**src/rtl/core/frnf_pkg.sv**
```systemverilog
`default_nettype none

package frnf_pkg;

    localparam int RADIUS_W = 16;
    localparam int MISS_W   = 16;
    localparam int MUL_W    = 16;
    localparam int PROD_W   = 2 * MUL_W;
    localparam int SUM_W    = PROD_W + 2;
    localparam int ROOT_W   = 16;
    localparam int REM_W    = ROOT_W + 3;
    localparam int STEP_W   = 4;
    localparam int CFG_IDX_W = 1;

    localparam logic [RADIUS_W-1:0] RADIUS_RESET     = 16'd2560;
    localparam logic [MISS_W-1:0]   MISS_LIMIT_RESET = 16'd1500;
    localparam logic [MISS_W-1:0]   MISS_MAX         = 16'hFFFF;

    localparam logic [CFG_IDX_W-1:0] REG_RADIUS     = 1'b0;
    localparam logic [CFG_IDX_W-1:0] REG_MISS_LIMIT = 1'b1;

    localparam logic KIND_QUERY = 1'b0;
    localparam logic KIND_CAND  = 1'b1;

    localparam logic [1:0] SEL_DX  = 2'd0;
    localparam logic [1:0] SEL_DY  = 2'd1;
    localparam logic [1:0] SEL_DZ  = 2'd2;
    localparam logic [1:0] SEL_RAD = 2'd3;

    localparam logic [STEP_W-1:0] SQRT_LAST = 4'd15;

    typedef struct packed {
        logic       load_query;
        logic       load_cand;
        logic       mul_step;
        logic [1:0] mul_sel;
        logic       decide;
        logic       sqrt_step;
        logic       out_load;
    } dp_cmd_t;

    typedef struct packed {
        logic stopped;
        logic hit;
        logic out_free;
    } dp_status_t;

endpackage

`default_nettype wire

```
**src/rtl/core/frnf_ctrl.sv**
```systemverilog
`default_nettype none

module frnf_ctrl (
    input  wire                  clk,
    input  wire                  rst_n,
    input  wire                  item_valid,
    input  wire                  kind,
    output logic                 item_ready,
    output frnf_pkg::dp_cmd_t    cmd,
    input  frnf_pkg::dp_status_t status
);
    import frnf_pkg::*;

    localparam logic [2:0] S_IDLE   = 3'd0;
    localparam logic [2:0] S_MUL    = 3'd1;
    localparam logic [2:0] S_DECIDE = 3'd2;
    localparam logic [2:0] S_SQRT   = 3'd3;
    localparam logic [2:0] S_OUT    = 3'd4;

    logic [2:0]        state_reg, state_next;
    logic [STEP_W-1:0] step_reg, step_next;

    always_ff @(posedge clk or negedge rst_n)
    begin
        if (!rst_n)
        begin
            state_reg <= S_IDLE;
            step_reg  <= '0;
        end
        else
        begin
            state_reg <= state_next;
            step_reg  <= step_next;
        end
    end

    always_comb
    begin
        cmd        = '0;
        state_next = state_reg;
        step_next  = step_reg;
        item_ready = (state_reg == S_IDLE);
        unique case (state_reg)
            S_IDLE:
            begin
                if (item_valid)
                begin
                    if (kind == KIND_QUERY)
                    begin
                        cmd.load_query = 1'b1;
                    end
                    else if (!status.stopped)
                    begin
                        cmd.load_cand = 1'b1;
                        step_next     = '0;
                        state_next    = S_MUL;
                    end
                end
            end
            S_MUL:
            begin
                cmd.mul_step = 1'b1;
                cmd.mul_sel  = step_reg[1:0];
                if (step_reg[1:0] == SEL_RAD)
                begin
                    step_next  = '0;
                    state_next = S_DECIDE;
                end
                else
                begin
                    step_next = step_reg + 1'b1;
                end
            end
            S_DECIDE:
            begin
                cmd.decide = 1'b1;
                step_next  = '0;
                state_next = status.hit ? S_SQRT : S_IDLE;
            end
            S_SQRT:
            begin
                cmd.sqrt_step = 1'b1;
                if (step_reg == SQRT_LAST)
                begin
                    state_next = S_OUT;
                end
                else
                begin
                    step_next = step_reg + 1'b1;
                end
            end
            S_OUT:
            begin
                if (status.out_free)
                begin
                    cmd.out_load = 1'b1;
                    state_next   = S_IDLE;
                end
            end
            default:
            begin
                state_next = S_IDLE;
            end
        endcase
    end

endmodule

`default_nettype wire

```
**src/rtl/core/frnf_dp.sv**
```systemverilog
`default_nettype none

module frnf_dp #(
    parameter int COORD_BITS       = 24,
    parameter int QUERY_INDEX_BITS = 20,
    parameter int POINT_INDEX_BITS = 24
) (
    input  wire                                 clk,
    input  wire                                 rst_n,
    input  wire                                 cfg_write,
    input  wire  [frnf_pkg::CFG_IDX_W-1:0]      cfg_index,
    input  wire  [frnf_pkg::RADIUS_W-1:0]       cfg_data,
    input  wire  signed [COORD_BITS-1:0]        pos_x,
    input  wire  signed [COORD_BITS-1:0]        pos_y,
    input  wire  signed [COORD_BITS-1:0]        pos_z,
    input  frnf_pkg::dp_cmd_t                   cmd,
    output frnf_pkg::dp_status_t                status,
    output logic                                result_valid,
    input  wire                                 result_ready,
    output logic [QUERY_INDEX_BITS-1:0]         query_number,
    output logic [POINT_INDEX_BITS-1:0]         point_number,
    output logic [frnf_pkg::ROOT_W-1:0]         distance
);
    import frnf_pkg::*;

    localparam int DW = COORD_BITS + 1;
    localparam int CW = (DW > RADIUS_W) ? DW : RADIUS_W;

    logic [RADIUS_W-1:0] radius_reg;
    logic [MISS_W-1:0]   limit_reg;

    logic [2:0][COORD_BITS-1:0] qpos_reg;
    logic [2:0][COORD_BITS-1:0] ipos;
    logic [2:0][DW-1:0]         diff;
    logic [2:0][DW-1:0]         adiff;
    logic [2:0]                 in_box;
    logic [2:0][MUL_W-1:0]      op_reg;
    logic                       in_range_reg;

    logic [QUERY_INDEX_BITS-1:0] query_cnt_reg;
    logic [POINT_INDEX_BITS-1:0] point_cnt_reg;
    logic                        seen_reg;
    logic [MISS_W-1:0]           miss_reg;
    logic                        stopped_reg;
    logic [MISS_W-1:0]           miss_inc;

    logic [MUL_W-1:0]  mul_op;
    logic [PROD_W-1:0] prod;
    logic [SUM_W-1:0]  sum_reg;
    logic [PROD_W-1:0] rsq_reg;
    logic              hit;

    logic [PROD_W-1:0] sq_val_reg;
    logic [REM_W-1:0]  rem_reg;
    logic [ROOT_W-1:0] root_reg;
    logic [REM_W-1:0]  rem_sh;
    logic [REM_W-1:0]  trial;

    logic [QUERY_INDEX_BITS-1:0] res_query_reg;
    logic [POINT_INDEX_BITS-1:0] res_point_reg;

    assign ipos = {pos_z, pos_y, pos_x};

    // per-axis absolute difference and radius box check
    always_comb
    begin
        for (int i = 0; i < 3; i++)
        begin
            diff[i]   = DW'($signed(qpos_reg[i])) - DW'($signed(ipos[i]));
            adiff[i]  = diff[i][DW-1] ? (~diff[i] + 1'b1) : diff[i];
            in_box[i] = (CW'(adiff[i]) <= CW'(radius_reg));
        end
    end

    always_ff @(posedge clk or negedge rst_n)
    begin
        if (!rst_n)
        begin
            radius_reg <= RADIUS_RESET;
            limit_reg  <= MISS_LIMIT_RESET;
        end
        else if (cfg_write)
        begin
            unique case (cfg_index)
                REG_RADIUS:     radius_reg <= cfg_data;
                REG_MISS_LIMIT: limit_reg  <= cfg_data;
                default:        ;
            endcase
        end
    end

    // shared squarer
    always_comb
    begin
        unique case (cmd.mul_sel)
            SEL_DX:  mul_op = op_reg[0];
            SEL_DY:  mul_op = op_reg[1];
            SEL_DZ:  mul_op = op_reg[2];
            SEL_RAD: mul_op = radius_reg;
            default: mul_op = radius_reg;
        endcase
        prod = mul_op * mul_op;
    end

    assign hit      = in_range_reg && (sum_reg <= SUM_W'(rsq_reg));
    assign miss_inc = (miss_reg == MISS_MAX) ? miss_reg : miss_reg + 1'b1;

    // one root bit per step
    assign rem_sh = {rem_reg[REM_W-3:0], sq_val_reg[PROD_W-1 -: 2]};
    assign trial  = REM_W'({root_reg, 2'b01});

    always_ff @(posedge clk or negedge rst_n)
    begin
        if (!rst_n)
        begin
            qpos_reg      <= '0;
            query_cnt_reg <= '1;
            point_cnt_reg <= '0;
            seen_reg      <= 1'b0;
            miss_reg      <= '0;
            stopped_reg   <= 1'b0;
            in_range_reg  <= 1'b0;
        end
        else if (cmd.load_query)
        begin
            qpos_reg      <= ipos;
            query_cnt_reg <= query_cnt_reg + 1'b1;
            point_cnt_reg <= '0;
            seen_reg      <= 1'b0;
            miss_reg      <= '0;
            stopped_reg   <= 1'b0;
        end
        else if (cmd.load_cand)
        begin
            in_range_reg <= &in_box;
        end
        else if (cmd.decide)
        begin
            if (hit)
            begin
                miss_reg      <= '0;
                seen_reg      <= 1'b1;
                point_cnt_reg <= point_cnt_reg + 1'b1;
            end
            else
            begin
                miss_reg <= miss_inc;
                if (seen_reg && (miss_inc > limit_reg))
                begin
                    stopped_reg <= 1'b1;
                end
                else
                begin
                    point_cnt_reg <= point_cnt_reg + 1'b1;
                end
            end
        end
    end

    always_ff @(posedge clk)
    begin
        if (cmd.load_cand)
        begin
            for (int i = 0; i < 3; i++)
            begin
                op_reg[i] <= MUL_W'(CW'(adiff[i]));
            end
            sum_reg <= '0;
        end
        else if (cmd.mul_step)
        begin
            if (cmd.mul_sel == SEL_RAD)
            begin
                rsq_reg <= prod;
            end
            else
            begin
                sum_reg <= sum_reg + SUM_W'(prod);
            end
        end
        if (cmd.decide)
        begin
            sq_val_reg    <= sum_reg[PROD_W-1:0];
            rem_reg       <= '0;
            root_reg      <= '0;
            res_query_reg <= query_cnt_reg;
            res_point_reg <= point_cnt_reg;
        end
        else if (cmd.sqrt_step)
        begin
            sq_val_reg <= {sq_val_reg[PROD_W-3:0], 2'b00};
            if (rem_sh >= trial)
            begin
                rem_reg  <= rem_sh - trial;
                root_reg <= {root_reg[ROOT_W-2:0], 1'b1};
            end
            else
            begin
                rem_reg  <= rem_sh;
                root_reg <= {root_reg[ROOT_W-2:0], 1'b0};
            end
        end
    end

    // result word register
    always_ff @(posedge clk or negedge rst_n)
    begin
        if (!rst_n)
        begin
            result_valid <= 1'b0;
        end
        else if (cmd.out_load)
        begin
            result_valid <= 1'b1;
        end
        else if (result_ready)
        begin
            result_valid <= 1'b0;
        end
    end

    always_ff @(posedge clk)
    begin
        if (cmd.out_load)
        begin
            query_number <= res_query_reg;
            point_number <= res_point_reg;
            distance     <= root_reg;
        end
    end

    assign status.stopped  = stopped_reg;
    assign status.hit      = hit;
    assign status.out_free = !result_valid || result_ready;

    a_stop_after_hit: assert property (@(posedge clk) disable iff (!rst_n)
        stopped_reg |-> seen_reg)
        else $error("scan stopped without a hit");

    a_hit_clears_miss: assert property (@(posedge clk) disable iff (!rst_n)
        (cmd.decide && hit) |=> (miss_reg == '0 && seen_reg))
        else $error("hit did not clear miss count");

    a_load_when_free: assert property (@(posedge clk) disable iff (!rst_n)
        cmd.out_load |-> (!result_valid || result_ready))
        else $error("result word overwritten");

    a_stopped_holds: assert property (@(posedge clk) disable iff (!rst_n)
        (stopped_reg && !cmd.load_query) |=> stopped_reg)
        else $error("stopped scan resumed without a query");

endmodule

`default_nettype wire

```
**src/rtl/core/fixed_radius_neighbor_filter.sv**
```systemverilog
`default_nettype none

// Fixed-radius neighbour filter: a kind 0 word loads a query point and starts a new scan, a
// kind 1 word is a candidate compared with it; a candidate within radius gives one result word
// with query number, candidate number and floored distance. One item is in work at a time.
// A query word, or a candidate of a stopped scan, is done in the accept step alone; a candidate
// that misses takes accept, four passes through the shared 16x16 squarer for the three axes
// and the radius, and compare; a hit adds the one-bit-a-cycle square root and the load of the
// result register. The result register lets the next item be accepted while a result still
// waits to be taken; a further hit then holds in its last cycle until that result is taken.
module fixed_radius_neighbor_filter #(
    parameter int COORD_BITS       = 24,
    parameter int QUERY_INDEX_BITS = 20,
    parameter int POINT_INDEX_BITS = 24
) (
    input  wire                             clk,
    input  wire                             rst_n,
    input  wire                             cfg_write,
    input  wire  [frnf_pkg::CFG_IDX_W-1:0]  cfg_index,
    input  wire  [frnf_pkg::RADIUS_W-1:0]   cfg_data,
    input  wire                             item_valid,
    output logic                            item_ready,
    input  wire                             kind,
    input  wire  signed [COORD_BITS-1:0]    pos_x,
    input  wire  signed [COORD_BITS-1:0]    pos_y,
    input  wire  signed [COORD_BITS-1:0]    pos_z,
    output logic                            result_valid,
    input  wire                             result_ready,
    output logic [QUERY_INDEX_BITS-1:0]     query_number,
    output logic [POINT_INDEX_BITS-1:0]     point_number,
    output logic [frnf_pkg::ROOT_W-1:0]     distance
);
    import frnf_pkg::*;

    dp_cmd_t    cmd;
    dp_status_t status;

    frnf_ctrl u_ctrl (
        .clk        (clk),
        .rst_n      (rst_n),
        .item_valid (item_valid),
        .kind       (kind),
        .item_ready (item_ready),
        .cmd        (cmd),
        .status     (status)
    );

    frnf_dp #(
        .COORD_BITS       (COORD_BITS),
        .QUERY_INDEX_BITS (QUERY_INDEX_BITS),
        .POINT_INDEX_BITS (POINT_INDEX_BITS)
    ) u_dp (
        .clk          (clk),
        .rst_n        (rst_n),
        .cfg_write    (cfg_write),
        .cfg_index    (cfg_index),
        .cfg_data     (cfg_data),
        .pos_x        (pos_x),
        .pos_y        (pos_y),
        .pos_z        (pos_z),
        .cmd          (cmd),
        .status       (status),
        .result_valid (result_valid),
        .result_ready (result_ready),
        .query_number (query_number),
        .point_number (point_number),
        .distance     (distance)
    );

endmodule

`default_nettype wire

```
**config.mk**
```make
export PLATFORM = sky130hd
export DESIGN_NAME = fixed_radius_neighbor_filter
export DESIGN_NICKNAME = d
export VERILOG_FILES = /design/src/rtl/core/frnf_pkg.sv /design/src/rtl/core/frnf_ctrl.sv /design/src/rtl/core/frnf_dp.sv /design/src/rtl/core/fixed_radius_neighbor_filter.sv
export SDC_FILE = /design/constraint.sdc
export NUM_CORES = 2
export LEC_CHECK = 0
export BUFFER_PORTS_ARGS = -buffer_cell sky130_fd_sc_hd__buf_2
export CORE_MARGIN = 4
export CORE_UTILIZATION = 30
export CTS_BUF_LIST = sky130_fd_sc_hd__clkbuf_2
export DETAILED_ROUTE_END_ITERATION = 16
export MAX_ROUTING_LAYER = met4
export SLEW_MARGIN = 20
export SYNTH_ARGS = -nofsm -noshare
export SYNTH_HDL_FRONTEND = slang
export SYNTH_SLANG_ARGS = --single-unit
```
**constraint.sdc**
```tcl
create_clock -name clk -period 12.6 [get_ports clk]
set_input_delay 1.26 -clock clk [delete_from_list [all_inputs] [get_ports clk]]
set_output_delay 1.26 -clock clk [all_outputs]
set_load 0.1 [all_outputs]
```
## After elaboration in Yosys (flattened, before gate mapping)

Cells that the tools add are included.

- Flip-flop bits (word level): 458
- Latch bits: 0
- RAM bits: 0
- Bits in read-only memories: 0
- Input port bits: 95
- Output and inout port bits: 62
- Logic and storage cells: 150
- Memories: 0

- $add $sub $neg: 12
- Multiply operators: 1
- Divide/modulo/power cells: 0
- Order comparisons: 6
- Equality and inequality tests: 20
- Shift operators: 0
- Muxes and demuxes: 53
- Bitwise logic cells: 7
- Reductions and logical operators: 24

Operators with widths:

| cell | count |
|---|---|
| $mux W24 | 5 |
| $mux W16 | 5 |
| $add A25 B1 Y25 const B | 3 |
| $le A25 B16 Y1 | 3 |
| $mux W25 | 3 |
| $not A25 Y25 | 3 |
| $sub A24 B24 Y25 | 3 |
| $mux W32 | 2 |
| $pmux W16 S4 | 1 |
| $add A34 B32 Y34 | 1 |
| $le A34 B32 Y1 | 1 |
| $mul A16 B16 Y32 | 1 |
| $add A24 B1 Y24 const B | 1 |
| $mux W3 | 7 |
| $add A20 B1 Y20 const B | 1 |
| $mux W4 | 5 |
| $ge A19 B18 Y1 | 1 |
| $mux W1 | 19 |
| $mux W17 | 1 |
| $sub A17 B17 Y17 | 1 |
| $add A16 B1 Y16 const B | 1 |
| $eq A16 B16 Y1 const B | 1 |
| $gt A16 B16 Y1 | 1 |
| $pmux W4 S4 | 1 |
| 25 further kinds | 52 |

## Logic depth before layout (Yosys ltp)

- Word-level depth: 9
- Mapped depth: 43
- Gate-level depth less buffers: 41

## Hierarchy

A second synthesis with hierarchy kept.

- Cells, all modules: 3522
- Area total of the unflattened synthesis: 34689.5 um^2

Modules (own cells, without submodules):

| module | times used | cells an instance | area an instance (um^2) | sequential area each (um^2) |
|---|---|---|---|---|
| frnf_dp | 1 | 3463 | 34169.0 | 12037.8 |
| frnf_ctrl | 1 | 59 | 520.5 | 175.2 |

## Worst setup path before layout

OpenSTA, ideal clock, no wires.

- Path kind: flip-flop to flip-flop
- Start point: register u_ctrl.step_reg[1]
- End point: register u_dp.sum_reg[33]
- Library setup time: 0.200 ns
- Arrival: 9.061 ns
- Data required time: 12.400 ns
- Path slack: 3.339 ns
- Cell stages (with the launch flop): 36
- Path buffers: 3
- Period minus slack after synthesis: 9.261 ns
- Cell sequence: dfrtp_1 clkbuf_1 buf_1 mux2i_1 a21oi_1 o22ai_1 clkbuf_1 clkinv_1 nand2_1 inv_1 fa_1 fa_1 fa_1 fa_1 fa_1 inv_1 fa_1 inv_1 ha_1 a21o_1 a21o_1 a21oi_1 a21boi_0 or4_1 o21ai_0 nor2_1 xor2_1 ha_1 a2111oi_0 a21oi_1 a211o_1 a311o_1 a21oi_1 nor2_1 xnor2_1 nor2_1

- Word-level cells in the longest chain between the ends: 5
- Elaborated cells between the ends (all ways): 10
- Those cells by class: add/sub: 1; mul: 1; eq/ne: 3; mux: 2; bitwise: 1; reduce/logical: 2

RTL lines:

| what | RTL line | source |
|---|---|---|
| start, declared | frnf_ctrl.sv:21 | `logic [STEP_W-1:0] step_reg, step_next;` |
| start signal, assigned | frnf_ctrl.sv:33 | `step_reg <= step_next;` |
| $mux W3 * | frnf_ctrl.sv:43 | `unique case (state_reg)` |
| $eq A2 B2 Y1 (tied with other cells) | frnf_dp.sv:95 | `unique case (cmd.mul_sel)` |
| $pmux W16 S4 * | frnf_dp.sv:95 |  |
| $mul A16 B16 Y32 * | frnf_dp.sv:102 | `prod = mul_op * mul_op;` |
| net u_dp.prod[22] | frnf_dp.sv:48 | `logic [PROD_W-1:0] prod;` |
| $add A34 B32 Y34 * | frnf_dp.sv:178 | `sum_reg <= sum_reg + SUM_W'(prod);` |
| end signal, assigned | frnf_dp.sv:178 |  |
| end, declared | frnf_dp.sv:49 | `logic [SUM_W-1:0] sum_reg;` |

Mark *: on every way through the listed nets, which the timed path passes. The rest lies on a longest branch.
A chain may end at the register's enable or synchronous reset.

## Final worst setup path

- Start point: register u_ctrl.state_reg[2]
- End point: register u_dp.sum_reg[32]

- Word-level cells in the longest chain between the ends: 6
- Elaborated cells between the ends (all ways): 13
- Those cells by class: add/sub: 1; mul: 1; eq/ne: 4; mux: 3; bitwise: 1; reduce/logical: 3

RTL lines:

| what | RTL line | source |
|---|---|---|
| start, declared | frnf_ctrl.sv:20 | `logic [2:0] state_reg, state_next;` |
| start signal, assigned | frnf_ctrl.sv:32 | `state_reg <= state_next;` |
| $eq A3 B1 Y1 * | frnf_ctrl.sv:43 |  |
| $mux W3 * | frnf_ctrl.sv:43 |  |
| $eq A2 B2 Y1 (tied with other cells) | frnf_dp.sv:95 |  |
| $pmux W16 S4 * | frnf_dp.sv:95 |  |
| $mul A16 B16 Y32 * | frnf_dp.sv:102 |  |
| net u_dp.prod[18] | frnf_dp.sv:48 |  |
| $add A34 B32 Y34 * | frnf_dp.sv:178 |  |

Marks and branches as above.

==> out/metrics.cfg <==
[critical_path]
critPathLaunchType = register
ff2ff_path_depth = 37
worstSetupEndpointType = register
crit_slowest_cell = nor2_1
worst_ep_required_time_ns = 13.74
slowest_delay_ns = 0.65
worstPathArrival_ns = 11.61
crit_fanout = 21
critPathKind = register to register

[sta]
tightest_slew_ns = 1.11
slew_violations = 0
rsz0062_at_grt = no
setup_tns_ns = 0
fmax_ghz = 0.0954
min_period_over_period = 0.832
setup_viol = 0
fin_crit_ns = 10.48
relSlewSlack = 0.257
finalHoldViolations = 0
clock_skew_ns = 0.131

[clocking]
post_cts_resized = 0
clk_pin_slew_ns = 0.11
clock-root-buffer = clkbuf_2
clkLatencyLatePin_ns = 1.30
cts_tree = built
cts_buffers = 121
clkSinkCount = 457
cts_buffer_depth = 3
cts_max_level = 3

[die]
ioPinCount = 157
die_x_um = 350
die-area_um2 = 122000
core_area_um2 = 116000
chipHeight_um = 350
start_util = 0.302
rows = 125

[route]
routedWlPerCell_um = 16.3
wl_mm = 90.9
num_vias = 27300
drtAntennaViolNets = 0
viasPerCell = 4.92
drc_errors = 0
first_iter_violations = 1633
dr.pass1.iters = 5

[flow_run]
max-cap-violations = 0

[final_layout]
area_delta_synth_final_pct = 10.7
seq_area_um2 = 12200
fillers = 12200
multi_input_area_um2 = 20700
final_core_util = 0.334
final_cell_area_um2 = 38800
largest_register_ffs = 72
nNetsFinal = 4511
drive_gt1_frac = 0.129

[grt]
grt_max_degree = 105
gr-total-overflow = 0
antenna_found_initial = 20
grt_use_total = 0.153
grt_pass1_wl_mm = 147
grt_pass1_vias = 27200

[logic_synthesis]
synth_area_um2 = 35000
yosysUniqueCellTypes = 92
synth.avg_cell_area_um2 = 9.40
synth_cells = 3728
synth_seq_cells = 457
ys_seq_area_frac = 0.349
syn-num-nets = 4314
synth-edff-count = 215
yosys_warnings = 0
synthArstFlopShare = 0.383
synth_top_flop_cell = edfxtp_1

[min_path]
hp-class = input pin to register
holdPathStages = 2

[place]
place_congestion = 0.908
dpl_cell_area_um2 = 37500
dpl.hpwl_mm = 70.4
io_buffers = 156

[status]
run_status = complete, no violations

## metrics by stage
step           setup WS [ns]  hold WS (ns)  cells
2_1_floorplan           3.34         0.400   3728
3_3_place_gp            2.43         0.402   5324
3_5_place_dp            2.21         0.406   5324
4_1_cts                 2.20        0.0268   5554
5_1_grt                 1.13        0.0662   5564
6_report                2.12         0.216   5564
## layout by cell type, fill, tap and decap left out, drive strengths merged, types with 132 or more instances in the layout
master	n
xnor2	132
dfrtp	146
nand2	380
a21oi	224
ha	328
inv	457
nor2	248
o21ai	245
buf	182
edfxtp	215
clkbuf	194
fa	163
## synth_stat cells (8+ instances only)
master / n / area, um^2
inv_1: 452 / 1700
nand2_1: 380 / 1430
ha_1: 328 / 4100
nor2_1: 248 / 931
o21ai_0: 242 / 1210
a21oi_1: 223 / 1120
edfxtp_1: 215 / 6460
fa_1: 163 / 3260
dfrtp_1: 146 / 3650
xnor2_1: 132 / 1160
clkbuf_1: 95 / 357
a21o_1: 80 / 601
nand3_1: 80 / 400
dfxtp_1: 67 / 1340
nor3_1: 60 / 300
xor2_1: 59 / 517
mux2_2: 53 / 597
mux2i_1: 49 / 490
nand2b_1: 45 / 282
and3_1: 42 / 263
nand4_1: 41 / 257
nor2b_1: 36 / 225
o21a_1: 31 / 233
a211oi_1: 30 / 225
dfstp_2: 29 / 762
o211ai_1: 26 / 195
o31ai_1: 22 / 165
o22ai_1: 21 / 131
or3_1: 21 / 131
nor4_1: 20 / 125
and2_1: 19 / 119
a31oi_1: 18 / 113
and4_1: 14 / 123
buf_1: 13 / 48.8
nor3b_1: 13 / 97.6
or4_1: 13 / 97.6
a21boi_0: 11 / 82.6
a41oi_1: 11 / 96.3
or2_2: 11 / 68.8
a2111oi_0: 10 / 87.6
o211a_1: 10 / 100
a211o_1: 9 / 78.8
a221oi_1: 9 / 78.8
o2111ai_1: 8 / 70.1
## worst paths after layout
kind / slack [ns] / from / endpoint
max in group asynchronous: 9.95 / rst_n / u_dp.miss_reg[13]
min in group asynchronous: 0.54 / rst_n / u_dp.qpos_reg[44]
max reg2reg: 2.12 / u_ctrl.state_reg[2] / u_dp.sum_reg[32]
min: 0.22 / cfg_data[0] / u_dp.radius_reg[0]
max: 2.12 / u_ctrl.state_reg[2] / u_dp.sum_reg[32]
min reg2reg: 0.40 / u_dp.res_query_reg[16] / u_dp.query_number[16]
## cells by family (layout without fill, tap and decap cells)
group	Yosys count	after routing	share of synthesized area
AND/OR/NAND/NOR	1065	1065	0.144
other	0	9	0
buffers and inverters	568	871	0.0611
flip-flops	457	457	0.349
XOR/XNOR	191	191	0.0478
multiplexers	102	102	0.0310
AO/OA/AOI/OAI	853	853	0.157
adder cells (fa/ha/maj)	492	492	0.211
## worst max-delay path: cells and delay by family, from the launching register on
family	cells	cell delay [ns]
AO/OA/AOI/OAI	14	3.69
XOR/XNOR	2	0.24
adder cells (fa/ha/maj)	8	3.48
buffers and inverters	6	0.82
flip-flops	1	0.45
AND/OR/NAND/NOR	7	1.64
## final cells by class
class,instances,area share
Inverter,458,0.0443
Multi-Input combinational cell,2703,0.534
Sequential cell,457,0.315
Clock buffer,193,0.0249
Antenna cell,9,0.000581
Clock inverter,36,0.00584
Timing Repair Buffer,184,0.0259
Tap cell,1524,0.0492
## timing repair
| item | 4_1_cts | 5_1_grt |
|---|---|---|
| buffers inserted | 0 | 0 |
| hold endpoints to repair | 47 | 0 |
| hold buffers | 1 | 0 |
## per-layer routing
| layer | vias to the layer above | track usage | part of all wire |
|---|---|---|---|
| li1 | 13500 | - | - |
| met1 | 13000 | 0.197 | 0.46 |
| met2 | 652 | 0.242 | 0.46 |
| met3 | 180 | 0.0318 | 0.054 |
| met4 | 0 | 0.0463 | 0.028 |
| met5 | - | - | 0 |
Power is not shown: default switching activity piles up to over one toggle a cycle in this logic, so the estimate is an artifact.
